**config.mk**
```make
export PLATFORM = sky130hd
export DESIGN_NAME = ami_mul
export DESIGN_NICKNAME = d
export VERILOG_FILES = /design/src/rtl/ami_mul.sv
export SDC_FILE = /design/constraint.sdc
export NUM_CORES = 2
export LEC_CHECK = 0
export ABC_AREA = 1
export BUFFER_PORTS_ARGS = -buffer_cell sky130_fd_sc_hd__buf_2
export CAP_MARGIN = 20
export CORE_MARGIN = 5
export CORE_UTILIZATION = 60
export CTS_CLUSTER_DIAMETER = 150
export CTS_CLUSTER_SIZE = 24
export DETAILED_ROUTE_END_ITERATION = 7
export HOLD_SLACK_MARGIN = 0.12
export PLACE_DENSITY = 0.8
export SLEW_MARGIN = 20
export SYNTH_ARGS = -nofsm -noshare
export SYNTH_HDL_FRONTEND = slang
export SYNTH_SLANG_ARGS = --single-unit
```
**constraint.sdc**
```tcl
create_clock -name clk_i -period 9.02 [get_ports clk_i]
set_input_delay 2.255 -clock clk_i [delete_from_list [all_inputs] [get_ports clk_i]]
set_output_delay 2.255 -clock clk_i [all_outputs]
set_load 0.02 [all_outputs]
```
**src/rtl/ami_mul.sv**
```systemverilog
`default_nettype none
module ami_mul #(
  parameter int W = 33
) (
  input  wire logic                  clk_i,
  input  wire logic signed [W-1:0]   a_i,
  input  wire logic signed [W-1:0]   b_i,
  output logic signed [2*W-1:0]      p_o
);

  // registered signed product
  logic signed [2*W-1:0] p_q;

  always_ff @(posedge clk_i) begin
    p_q <= a_i * b_i;
  end

  assign p_o = p_q;

endmodule
`default_nettype wire

```
# Word level (Yosys, flattened, before mapping)
# Index checks and enable logic that the tools add are counted.
# Widths: inputs -> output; s select.
totals:
  reg_bits: 66
  output_inout_bits: 66
  word_cells: 2
op_classes:
  n_mul: 1
op_table:
  columns: ["cell", "n"]
  rows:
  - ["$mul 33x33->66", 1]

# Logic depth before layout (Yosys ltp)
depth:
  word_depth: 1
  depth_mapped: 34

# Worst setup path before layout
# No wires, ideal clock.
synth_timing:
  kind: "input port to flip-flop"
  from: "in a_i[32]"
  to: "reg p_q[60], in the netlist p_o[60]"
  setup_time_ps: 113
  arrival_time_ps: 8898
  required_time_ps: 8907
  path_slack_ps: 9
  path_stages: 23
  n_path_buf: 2
  path_cell_list: "clkbuf_1 > clkbuf_1 > nand2_1 > inv_1 > fa_1 > fa_1 > fa_1 > fa_1 > inv_1 > fa_1 > fa_1 > fa_1 > fa_1 > inv_1 > ha_1 > nand2_1 > nor2_1 > inv_1 > nor3_1 > nand2_1 > and2_0 > nand4_1 > nand2_1"
synth_via:
  elab_chain_cells: 1
synth_rtl:
  columns: ["element", "line_no", "rtl"]
  rows:
  - ["from (decl)", "6", "input wire logic signed [W-1:0] a_i,"]
  - ["$mul 33x33->66", "15", "p_q <= a_i * b_i;"]
  - ["to (signal assigned)", "15", null]
  - ["to (decl)", "12", "logic signed [2*W-1:0] p_q;"]
# No other way between the ends.

# Worst setup path in the final report
layout_timing:
  from: "in a_i[32]"
  to: "reg p_q[53], in the netlist p_o[53]"
# Same word-level chain as after synthesis.

==> reports/results.tsv <==
metric	value	unit
dr.pass1.iters	6	
postCtsSetupRepairBufs	0	
cap_viol_max_count	0	
report.final.hold_viol_count	0	
final_cell_mix	inv_1 (1894), nand2_1 (1517), fa_1 (1144)	
synth_top_cell_by_area	fa_1	
cts_buffers	9	
num-nets-final	7163	
pre_cts_slack	-0.2336	ns
syn_area_per_cell	7.789	sq um
grt_antenna_before_repair	1	
grt_max_degree	34	
status	finished, final reports clean	
globalplace.congestion	1.001	
ant_nets	0	
fillers	5791	
hpwlAfterDp	107100	um
min_period	8.713	ns
crit_buf_inv	9	
port_buffers	132	
grt_pass1_vias	38895	
arrival	8.96	ns
cts_tree	done	
ctsLongestPathBuffers	2	
grt_use_total	32.55	%
multi_input_comb_area	33780	sq um
fp.dieH	278.2	um
finalSetupViolations	0	
synthCells	5543	
path_delay_family	adder cells	
drc	0	
synth_warnings	0	
min_from	a_i[0]	
cp_slowest_cell	fa_1	
core_area	71490	sq um
hold_buffers	0	
finalMaxSlewViolations	0	
rsz0062_at_grt	false	
period_share	96.60	%
min_path_cells	4	
seq_area	1321	sq um
relSlewSlack	48.11	%
die_area	77420	sq um
drive_above_1_share	9.165	%
synth_nets	6972	
fmax	0.1148	GHz
cts_sinks	66	
end_kind	register	
mostFrequentLayoutCell	inv_1	
path_max_fanout	16	
setup_ws	0.3070	ns
synth.area.top_cells	fa_1 (53%), inv_1 (16%), nand2_1 (13%), ha_1 (6.3%), dfxtp_1 (3.1%)	
synth_top_area_share	53.09	%
wire_per_inst	18.04	um
dr_total_vias	34628	
start_util	60.39	%
cts-root-buf	clkbuf_16	
criticalPathCategory	in2reg	
io_pins	133	
area_growth	9.488	%
hold_path_class	in2reg	
path_clk_slew	0.06	ns
syn_area	43170	sq um
crit_top_cell	fa_1	
startpoint_type	input port	
cts-htree-levels	3	
dr.first_iter.drc_count	2760	
required	9.27	ns
largest_register_ffs	66	
tightestPinTransition	0.7783	ns
ys_seq_elements	66	
synth_cell_types	35	
finalWirelength	120700	um
cpPeakStageDelay	0.61	ns
rows	98	
grt.overflow.total	0	
via_per_inst	5.176	
cts-resized-gates	0	
min_to	p_o[0]$_DFF_P_	
grt_pass1_wl	200900	um
ys_seq_area_share	3.060	%
die-width	278.2	um
[per-stage QoR]
stage | cells | cell area (sq um) | utilization, % | TNS (ns) | hold WS [ns]
final | 6690 | 47270 | 66.13 | 0 | 2.538
after global routing | 6689 | 47270 | 66.12 | 0 | 2.534
after CTS | 6689 | 47220 | 66.06 | 0 | 2.511
after detailed placement | 6673 | 46960 | 65.69 | -0.7956 | 2.672
after global placement | 6673 | 46960 | 65.69 | -0.3650 | 2.673
after floorplan | 5543 | 43170 | - | 0 | 2.519
[cells in the mapped netlist, drive strengths merged]
library cell     n
dfxtp           66
or2              6
buf              1
inv           1895
xor2            37
nor3             8
nand2         1534
xnor2            4
a21boi           1
o21ai           23
a21o             2
nor4             5
clkbuf         262
o21bai          14
nand3           78
o21a             1
and2             3
fa            1145
nand3b           3
nand4           19
nor2           154
a21oi           65
ha             217
[cells by family after synthesis]
logic type / Yosys count / synth area share, %
buffers and inverters: 2158 / 18.76
and+or+nand+nor: 1810 / 16.59
adders and majority gates: 1362 / 59.38
AOI/OAI and AO/OA: 106 / 1.377
DFF: 66 / 3.060
xor gates and xnor gates: 41 / 0.8317
[layer usage]
metal	track usage [%]	wire length, um	vias up
met5	0	0	-
met4	16.71	8044	0
met3	5.545	10630	559
met2	56.55	59680	1769
met1	39.25	42350	16931
li1	-	-	15369
[worst max path at each step]
| stage | start | endpoint | slack (ns) | depth (start not counted) |
|---|---|---|---|---|
| after global routing | a_i[32] | p_o[63]$_DFF_P_ | 0.0006 | 28 |
| after global placement | a_i[18] | p_o[33]$_DFF_P_ | -0.21 | 27 |
| after detailed placement | a_i[32] | p_o[60]$_DFF_P_ | -0.23 | 25 |
| after CTS | a_i[32] | p_o[60]$_DFF_P_ | 0.13 | 25 |
| after floorplan | a_i[32] | p_o[60]$_DFF_P_ | 0.009 | 23 |
| final | a_i[32] | p_o[53]$_DFF_P_ | 0.31 | 26 |
[layout make-up]
type | instances | area share, %
multi-input combinational | 3319 | 71.47
inverter | 1895 | 15.05
timing repair buffer | 443 | 7.612
sequential | 66 | 2.795
tap | 950 | 2.515
clock buffer | 11 | 0.4923
clock inverter | 5 | 0.06617
antenna | 1 | 0.005294
Power is not shown: default switching activity piles up to over one toggle a cycle in this logic, so the estimate is an artifact.
