## config.mk

```make
export PLATFORM = sky130hd
export DESIGN_NAME = ami_div
export DESIGN_NICKNAME = d
export VERILOG_FILES = /design/src/rtl/ami_div.sv
export SDC_FILE = /design/constraint.sdc
export NUM_CORES = 1
export LEC_CHECK = 0
export ABC_AREA = 1
export BUFFER_PORTS_ARGS = -buffer_cell sky130_fd_sc_hd__buf_4
export CORE_MARGIN = 2
export CORE_UTILIZATION = 55
export CTS_BUF_LIST = sky130_fd_sc_hd__clkbuf_16
export DETAILED_ROUTE_END_ITERATION = 12
export PLACE_DENSITY = 0.85
export SKIP_LAST_GASP = 1
export SLEW_MARGIN = 20
export SYNTH_ARGS = -nofsm -noshare
export SYNTH_HDL_FRONTEND = slang
export SYNTH_SLANG_ARGS = --single-unit
```

## constraint.sdc

```tcl
create_clock -name clk_i -period 6.9 [get_ports clk_i]
set_input_delay 1.38 -clock clk_i [delete_from_list [all_inputs] [get_ports clk_i]]
set_output_delay 1.38 -clock clk_i [all_outputs]
set_load 0.01 [all_outputs]
```

## src/rtl/ami_div.sv

```systemverilog
`default_nettype none
module ami_div #(
  parameter int NW = 96,
  parameter int DW = 96
) (
  input  wire logic          clk_i,
  input  wire logic          rst_ni,
  input  wire logic          start_i,
  input  wire logic [NW-1:0] num_i,
  input  wire logic [DW-1:0] den_i,
  output logic               done_o,
  output logic [NW-1:0]      quo_o
);

  localparam int CW = $clog2(NW + 1);

  logic          busy_q;
  logic          done_q;
  logic [CW-1:0] cnt_q;
  logic [DW-1:0] rem_q;
  logic [NW-1:0] quo_q;
  logic [DW-1:0] den_q;

  logic [DW:0]   rem_sh;
  logic [DW+1:0] diff;
  logic          ge;

  // one restoring step: shift in next numerator bit, try subtract
  always_comb begin
    rem_sh = {rem_q, quo_q[NW-1]};
    diff   = {1'b0, rem_sh} - {2'b00, den_q};
    ge     = ~diff[DW+1];
  end

  // control
  always_ff @(posedge clk_i or negedge rst_ni) begin
    if (!rst_ni) begin
      busy_q <= 1'b0;
      done_q <= 1'b0;
      cnt_q  <= '0;
    end else begin
      done_q <= 1'b0;
      if (start_i) begin
        busy_q <= 1'b1;
        cnt_q  <= '0;
      end else if (busy_q) begin
        cnt_q <= cnt_q + 1'b1;
        if (cnt_q == CW'(NW - 1)) begin
          busy_q <= 1'b0;
          done_q <= 1'b1;
        end
      end
    end
  end

  // remainder and quotient shift register
  always_ff @(posedge clk_i) begin
    if (start_i) begin
      rem_q <= '0;
      quo_q <= num_i;
      den_q <= den_i;
    end else if (busy_q) begin
      rem_q <= ge ? diff[DW-1:0] : rem_sh[DW-1:0];
      quo_q <= {quo_q[NW-2:0], ge};
    end
  end

  assign done_o = done_q;
  assign quo_o  = quo_q;

endmodule
`default_nettype wire

```

### After elaboration in Yosys (flattened, before gate mapping)

Cells that the tools add are included.

| storage, ports and cells | value |
|---|---|
| flip-flop bits (word level) | 297 |
| latch bits | 0 |
| bits in writable memories | 0 |
| memory bits (read-only) | 0 |
| input port bits | 195 |
| output and inout bits | 97 |
| logic and storage cells | 22 |
| memories kept | 0 |

| operators by class | value |
|---|---|
| add/subtract/negate cells | 2 |
| $mul | 0 |
| divide/modulo/power cells | 0 |
| order comparisons | 0 |
| equal/unequal tests | 1 |
| shift operators | 0 |
| multiplexer cells | 11 |
| bitwise logic cells | 1 |
| reduce and logical (&&, ||, !) cells | 1 |

Operators by type and width:

| operator | number |
|---|---|
| 96-bit two-way mux | 3 |
| 97-bit by 96-bit subtractor with 98-bit output | 1 |
| 7-bit two-way mux | 2 |
| 7-bit by 1-bit adder with 7-bit output, second input constant | 1 |
| 7-bit == test, second input constant | 1 |
| 1-bit two-way mux | 6 |
| 2-bit nonzero test | 1 |
| 1-bit NOT | 1 |

### Logic depth before layout (Yosys ltp)

Gate-level depths: netlist (run 1).

| logic depth | value |
|---|---|
| word-level depth | 4 |
| mapped depth | 19 |
| mapped depth without buffers | 19 |

### Least setup slack after synthesis (run 1)

Ideal clock, no wire load.

| path | value |
|---|---|
| kind | input port to flip-flop |
| start point | input start_i |
| end point | register quo_q[0] (netlist: quo_o[0]) (enable) |
| library setup time | 0.495 ns |
| data arrival time | 4.619 ns |
| data required time | 6.405 ns |
| path slack | 1.786 ns |
| stages | 4 |
| path buffers | 2 |
| cell sequence | clkbuf_1 nor2_1 inv_1 clkbuf_1 |

| on the way | value |
|---|---|
| word-level cells in the longest chain between the ends | 1 |

Ends and longest elaborated chain:

| item | line | RTL |
|---|---|---|
| from (decl) | 8 | `input wire logic start_i,` |
| 2-bit nonzero test (no source line) | -- |  |
| to (signal assigned) | 60 | `quo_q <= num_i;` |
| to (signal assigned) | 64 | `quo_q <= {quo_q[NW-2:0], ge};` |
| to (decl) | 21 | `logic [NW-1:0] quo_q;` |

Every way passes these cells.
A chain may end at the register's enable or synchronous reset.

### Worst setup path after layout (run 1)

| path | value |
|---|---|
| start point | register den_q[47] |
| end point | register rem_q[7] |

| on the way | value |
|---|---|
| word-level cells in the longest chain between the ends | 2 |

Ends and longest elaborated chain:

| item | line | RTL |
|---|---|---|
| from (decl) | 22 | `logic [DW-1:0] den_q;` |
| from (signal assigned) | 61 | `den_q <= den_i;` |
| 97-bit by 96-bit subtractor with 98-bit output | 31 | `diff = {1'b0, rem_sh} - {2'b00, den_q};` |
| 96-bit two-way mux | 63 | `rem_q <= ge ? diff[DW-1:0] : rem_sh[DW-1:0];` |
| to (signal assigned) | 63 |  |
| to (decl) | 20 | `logic [DW-1:0] rem_q;` |

Every way passes these cells.

==> results of run 1 <==
[path summary, 6_finish.rpt]
path,start,to,slack (ps),depth (start not counted)
worst min-delay path,rem_q[62],rem_q[62],470,2
min in group asynchronous,rst_ni,cnt_q[1],590,1
worst max register to register,den_q[47],rem_q[7],2900,15
worst min register to register,rem_q[62],rem_q[62],470,2
worst max-delay path,den_q[47],rem_q[7],2900,15
max in group asynchronous,rst_ni,cnt_q[6],6170,1
[where the power goes]
part           internal, mW  total [mW]  switching (mW)  leakage, nW
clock                 0.892        1.61           0.716        0.481
sequential             2.01        2.06          0.0518         2.89
combinational         0.242       0.571           0.329         10.9
[cells in the mapped netlist, types with 2 or more instances]
cell	number
inv_1	708
o21ai_1	2
nand3b_1	37
nor3_1	20
nor2_2	20
nor4_1	5
dfrtp_1	9
buf_4	7
o21ai_0	62
nor2_1	191
nand2_1	1417
nand2_4	3
nand2_2	7
nand3_1	295
buf_6	3
nand3_2	2
clkbuf_1	37
buf_8	2
clkinv_1	3
ha_1	97
nor2_4	2
xor2_1	8
inv_2	20
nand4_1	20
a21oi_1	84
o21bai_1	14
dfxtp_1	96
and3_1	2
buf_2	23
xnor2_1	39
edfxtp_1	192
[flip-flops by register name (all words and copies together), names as in the netlist]
| name | count |
|---|---|
| busy_q | 1 |
| quo_o | 96 |
| rem_q | 96 |
| den_q | 96 |
| done_o | 1 |
| cnt_q | 7 |
[through the flow]
step	setup slack (ps)	std cells	total power [mW]	utilization	hold slack (ps)
after detailed placement	2690	4186	2.66	0.619	463
final	2900	4244	4.24	0.644	469
after CTS	2600	4243	4.26	0.644	473
after global routing	2650	4244	4.39	0.644	490
after global placement	2820	4186	2.65	0.619	452
after floorplan	1790	3433	2.38	-	434
[per-layer routing]
metal / global-route usage / vias to the layer above / share of wire
met2: 0.553 / 920 / 0.44
li1: - / 11000 / -
met4: 0.131 / 0 / 0.042
met3: 0.0601 / 151 / 0.084
met5: 0 / - / 0
met1: 0.467 / 9939 / 0.43
[logic make-up (layout without fill, tap and decap cells)]
kind of cell,after synthesis,count (layout),share of synthesized area
flip-flops,297,297,0.362
AO/OA/AOI/OAI,165,165,0.0398
other,0,1,0
buffers and inverters,803,1088,0.142
AND/OR/NAND/NOR,2023,2023,0.381
adder cells (fa/ha/maj),98,98,0.0564
XOR/XNOR,47,47,0.0188
[layout make-up]
cell class / instances / area (sq um) / share of cell area
Multi-Input combinational cell: 2333 / 10900 / 0.428
Sequential cell: 297 / 7910 / 0.311
Inverter: 731 / 2750 / 0.108
Timing Repair Buffer: 300 / 2260 / 0.0888
Clock buffer: 31 / 776 / 0.0305
Tap cell: 525 / 657 / 0.0258
Clock inverter: 26 / 193 / 0.00758
Antenna cell: 1 / 2.50 / 0.0000985
[cells in the final DEF, fill, tap and decap left out, types with 21 or more instances in the layout]
cell	synthesis	routed
clkbuf_16	0	31
inv_1	708	710
buf_4	7	299
ha_1	97	97
a21oi_1	84	84
dfxtp_1	96	96
nand3b_1	37	37
nor2_1	191	189
inv_2	20	21
xnor2_1	39	39
nand3_1	295	295
o21ai_0	62	62
edfxtp_1	192	192
nand2_1	1417	1417
[critical path: cells and delay by family, from the launching register on]
family,cells,cell delay (ps)
compound gates,3,1250
fa+ha+maj,1,270
buf+inv,3,820
flops,1,360
simple gates,8,1070
==> impl_metrics.json, run 1 <==
{
  "status": "finished clean",
  "overflow": 0,
  "cap_violations": 0,
  "first_global_vias": 20600,
  "clkLatencyLatePin_ps": 610,
  "synth_area_per_cell_sq_um": 6.37,
  "path_cells": "inv_1, ha_1, nand2_1, inv_1, nand2_1, nand2_1, a21oi_1, nand2_1, nand2_1, nand2_1, a21oi_4, buf_4, nand3_1, nand3_1, o21ai_0",
  "n_fill_cell": 3660,
  "cts_resized": 0,
  "grt_util_all_layers": 0.345,
  "worstMarginPinSlew_ps": 1010,
  "rsz0062_at_grt": "false",
  "placed_cell_area_sq_mm": 0.0244,
  "die_h_um": 203,
  "fmax_mhz": 250,
  "yosys_most_used_dff": "edfxtp_1",
  "grt_max_degree": 99,
  "ant_nets": 0,
  "path_clk_slew_ps": 60,
  "cp.arrival_ps": 4440,
  "min_period_ps": 4000,
  "start_kind": "register",
  "io_pins": 292,
  "critical_path.most_common_cell": "nand2_1",
  "clock_path_buffers": 3,
  "hpwlAfterDp_um": 57800,
  "cp-end-kind": "register",
  "cts_made_buffers": 31,
  "drv_slew": 0,
  "yosys_warnings": 0,
  "drt_pass1_iterations": 6,
  "cts.sink_count": 297,
  "critical_path_class": "register to register",
  "finalCritPeriodShare": 0.579,
  "slowest_delay_ps": 840,
  "synth-edff-count": 192,
  "tns_ps": 0,
  "finClkSkew_ps": 24.3,
  "die_x_um": 203,
  "fp.coreArea_sq_mm": 0.0395,
  "synth.area.top_cells": "edfxtp_1, nand2_1, inv_1, dfxtp_1, nand3_1",
  "ys_types": 37,
  "ctsHoldBuffers": 0,
  "drc": 0,
  "synth_top_area_frac": 0.264,
  "ys_async_sr_fraction": 0.0303,
  "wl_per_cell_um": 17.0,
  "synthCells": 3433,
  "io_buffers": 291,
  "dieArea_sq_mm": 0.0414,
  "initial_core_util": 0.554,
  "cts_root_buf": "clkbuf_16",
  "max_slew_margin": 0.326,
  "synth_top_cell_by_area": "edfxtp_1",
  "synth-seq-area-share": 0.362,
  "cts_setup_buffers": 0,
  "ys_ff_latch": 297,
  "vias_per_cell": 5.18,
  "holdCritPathClass": "register to register",
  "via_count": 22000,
  "layout.nets": 3987,
  "drive_gt1_frac": 0.108,
  "antenna_found_initial": 1,
  "slowest_stage": "a21oi_4",
  "routed_wl_um": 72100,
  "netlist_area_sq_mm": 0.0219,
  "critPathMaxFanout": 63,
  "powerDensity_mw_per_mm2": 167,
  "cp_data_required_time_ps": 7350,
  "row_count": 73,
  "drt_iter0_markers": 1854,
  "htree_levels": 1,
  "finalSetupViolations": 0,
  "place_congestion": 1.07,
  "design_area_sq_mm": 0.0254,
  "power.leakage_nw": 14.3,
  "grt_pass1_wl_um": 111000,
  "cts_tree": "built",
  "ir_drop_v": 0.000184,
  "hold_viol_final": 0,
  "synth_nets": 3726,
  "area_growth_pct": 16.2
}
Power figures use the tool's default switching activity.
==> run 2, diff against run 1 <==
==> constraint.sdc (replaced) <==
create_clock -name clk_i -period 3.7 [get_ports clk_i]
set_input_delay 0.74 -clock clk_i [delete_from_list [all_inputs] [get_ports clk_i]]
set_output_delay 0.74 -clock clk_i [all_outputs]
set_load 0.01 [all_outputs]
==> impl_metrics.json, run 2 (synthesis results as in run 1) <==
{
  "hold_viol_final": 0,
  "power.leakage_nw": 14.4,
  "fmax_mhz": 325,
  "critical_path_class": "register to register",
  "min_period_ps": 3080,
  "antenna_found_initial": 3,
  "cp-end-kind": "register",
  "cp_data_required_time_ps": 4150,
  "io_buffers": 291,
  "place_congestion": 1.05,
  "cts_made_buffers": 35,
  "n_fill_cell": 3695,
  "critical_path.most_common_cell": "nand2_1",
  "final_util": 0.651,
  "tns_ps": 0,
  "placed_cell_area_sq_mm": 0.0246,
  "hpwlAfterDp_um": 60000,
  "grt_util_all_layers": 0.368,
  "die_h_um": 203,
  "clkLatencyLatePin_ps": 570,
  "final_common_cell": "nand2_1",
  "initial_core_util": 0.554,
  "p_int_mw": 6.06,
  "finalSetupViolations": 0,
  "reg2reg_slack_ps": 620,
  "htree_levels": 2,
  "crit_family": "compound AO/OA/AOI/OAI gates",
  "fp.coreArea_sq_mm": 0.0395,
  "cap_violations": 0,
  "drive_gt1_frac": 0.111,
  "finClkSkew_ps": 22.5,
  "cts_tree": "built",
  "slowest_stage": "buf_12",
  "design_area_sq_mm": 0.0257,
  "drt_iter0_markers": 2034,
  "row_count": 73,
  "critPathMaxFanout": 97,
  "via_count": 22100,
  "slowest_delay_ps": 380,
  "final_cell_mix": "nand2_1, inv_1, buf_4",
  "start_kind": "register",
  "area_growth_pct": 17.4,
  "path_cells": "inv_1, ha_1, a21oi_1, o21ai_0, nand2_1, nand2_1, a21oi_1, nand2_1, a21oi_4, buf_12, nand3_1, nand2_1, inv_1, nand2_1, nand2_1",
  "switching_share": 0.265,
  "holdCritPathClass": "input pin to register",
  "ir_drop_v": 0.000408,
  "finalCritPeriodShare": 0.831,
  "dp.cells": 4193,
  "cp.arrival_ps": 3530,
  "p_clk_frac": 0.403,
  "cp_num_buf_inv": 3,
  "p_seq_frac": 0.465,
  "vias_per_cell": 5.19,
  "die_x_um": 203,
  "instances_no_fill": 4260,
  "wl_per_cell_um": 17.9,
  "cts_root_buf": "clkbuf_16",
  "drt_pass1_iterations": 5,
  "max_slew_margin": 0.496,
  "overflow": 0,
  "rsz0062_at_grt": "false",
  "dieArea_sq_mm": 0.0414,
  "io_pins": 292,
  "layout.nets": 3999,
  "grt_pass1_wl_um": 116000,
  "p_sw_mw": 2.19,
  "ant_nets": 0,
  "first_global_vias": 21100,
  "clock_path_buffers": 3,
  "grt_max_degree": 98,
  "cts.sink_count": 297,
  "path_clk_slew_ps": 70,
  "worstMarginPinSlew_ps": 754,
  "powerDensity_mw_per_mm2": 321,
  "drv_slew": 0,
  "status": "finished clean",
  "routed_wl_um": 76200,
  "comb_power_share": 0.132,
  "drc": 0
}
run 2: per-layer routing:
| layer | up-vias | track usage | share of wire |
|---|---|---|---|
| li1 | 11000 | - | - |
| met1 | 9964 | 0.491 | 0.43 |
| met2 | 963 | 0.587 | 0.44 |
| met3 | 167 | 0.0695 | 0.087 |
| met4 | 2 | 0.153 | 0.043 |
| met5 | - | 0 | 0.00022 |
run 2: final timing paths:
check	start	end	cells after the start
worst max-delay path	den_q[92]	rem_q[86]	15
worst min-delay path	den_i[74]	den_q[74]	1
worst max register to register	den_q[92]	rem_q[86]	15
worst min register to register	cnt_q[6]	cnt_q[6]	1
max in group asynchronous	rst_ni	busy_q	2
min in group asynchronous	rst_ni	cnt_q[1]	2
run 2: worst register-to-register path: stages, from the launching register on:
cell and delay, ps:
edfxtp_1 320, inv_1 40, ha_1 350, a21oi_1 260
o21ai_0 210, nand2_1 100, nand2_1 90, a21oi_1 310
nand2_1 210, a21oi_4 190, buf_12 380, nand3_1 280
nand2_1 90, inv_1 40, nand2_1 60, nand2_1 50
run 2: power groups by stage:
stage                     combinational, mW  sequential [mW]  clock [mW]
after floorplan                       0.510             3.93           0
after global placement                 1.06             3.90           0
after detailed placement               1.07             3.90           0
after CTS                              1.08             3.83        3.36
after global routing                   1.19             3.85        3.49
final                                  1.09             3.83        3.33
run 2: final cells by class:
| type | instances | area (sq um) | area share |
|---|---|---|---|
| Tap cell | 525 | 657 | 0.0256 |
| Timing Repair Buffer | 308 | 2410 | 0.0937 |
| Sequential cell | 297 | 7910 | 0.308 |
| Clock buffer | 36 | 901 | 0.0351 |
| Clock inverter | 28 | 183 | 0.00711 |
| Multi-Input combinational cell | 2333 | 10900 | 0.423 |
| Inverter | 731 | 2750 | 0.107 |
| Antenna cell | 2 | 5.00 | 0.000195 |
run 2: what timing repair did:
item / 4_1_cts / 5_1_grt
setup buffers: 0 / 0
hold endpoints to repair: 9 / 0
hold buffers: 1 / 0
gates resized for setup: 0 / 0
run 2: per-stage QoR:
step | hold slack (ps) | setup WS [ps] | power (mW)
6_report | 347 | 625 | 8.25
5_1_grt | 333 | 556 | 8.53
3_5_place_dp | 454 | 780 | 4.97
3_3_place_gp | 447 | 805 | 4.95
4_1_cts | 327 | 768 | 8.27
2_1_floorplan | 434 | 729 | 4.44
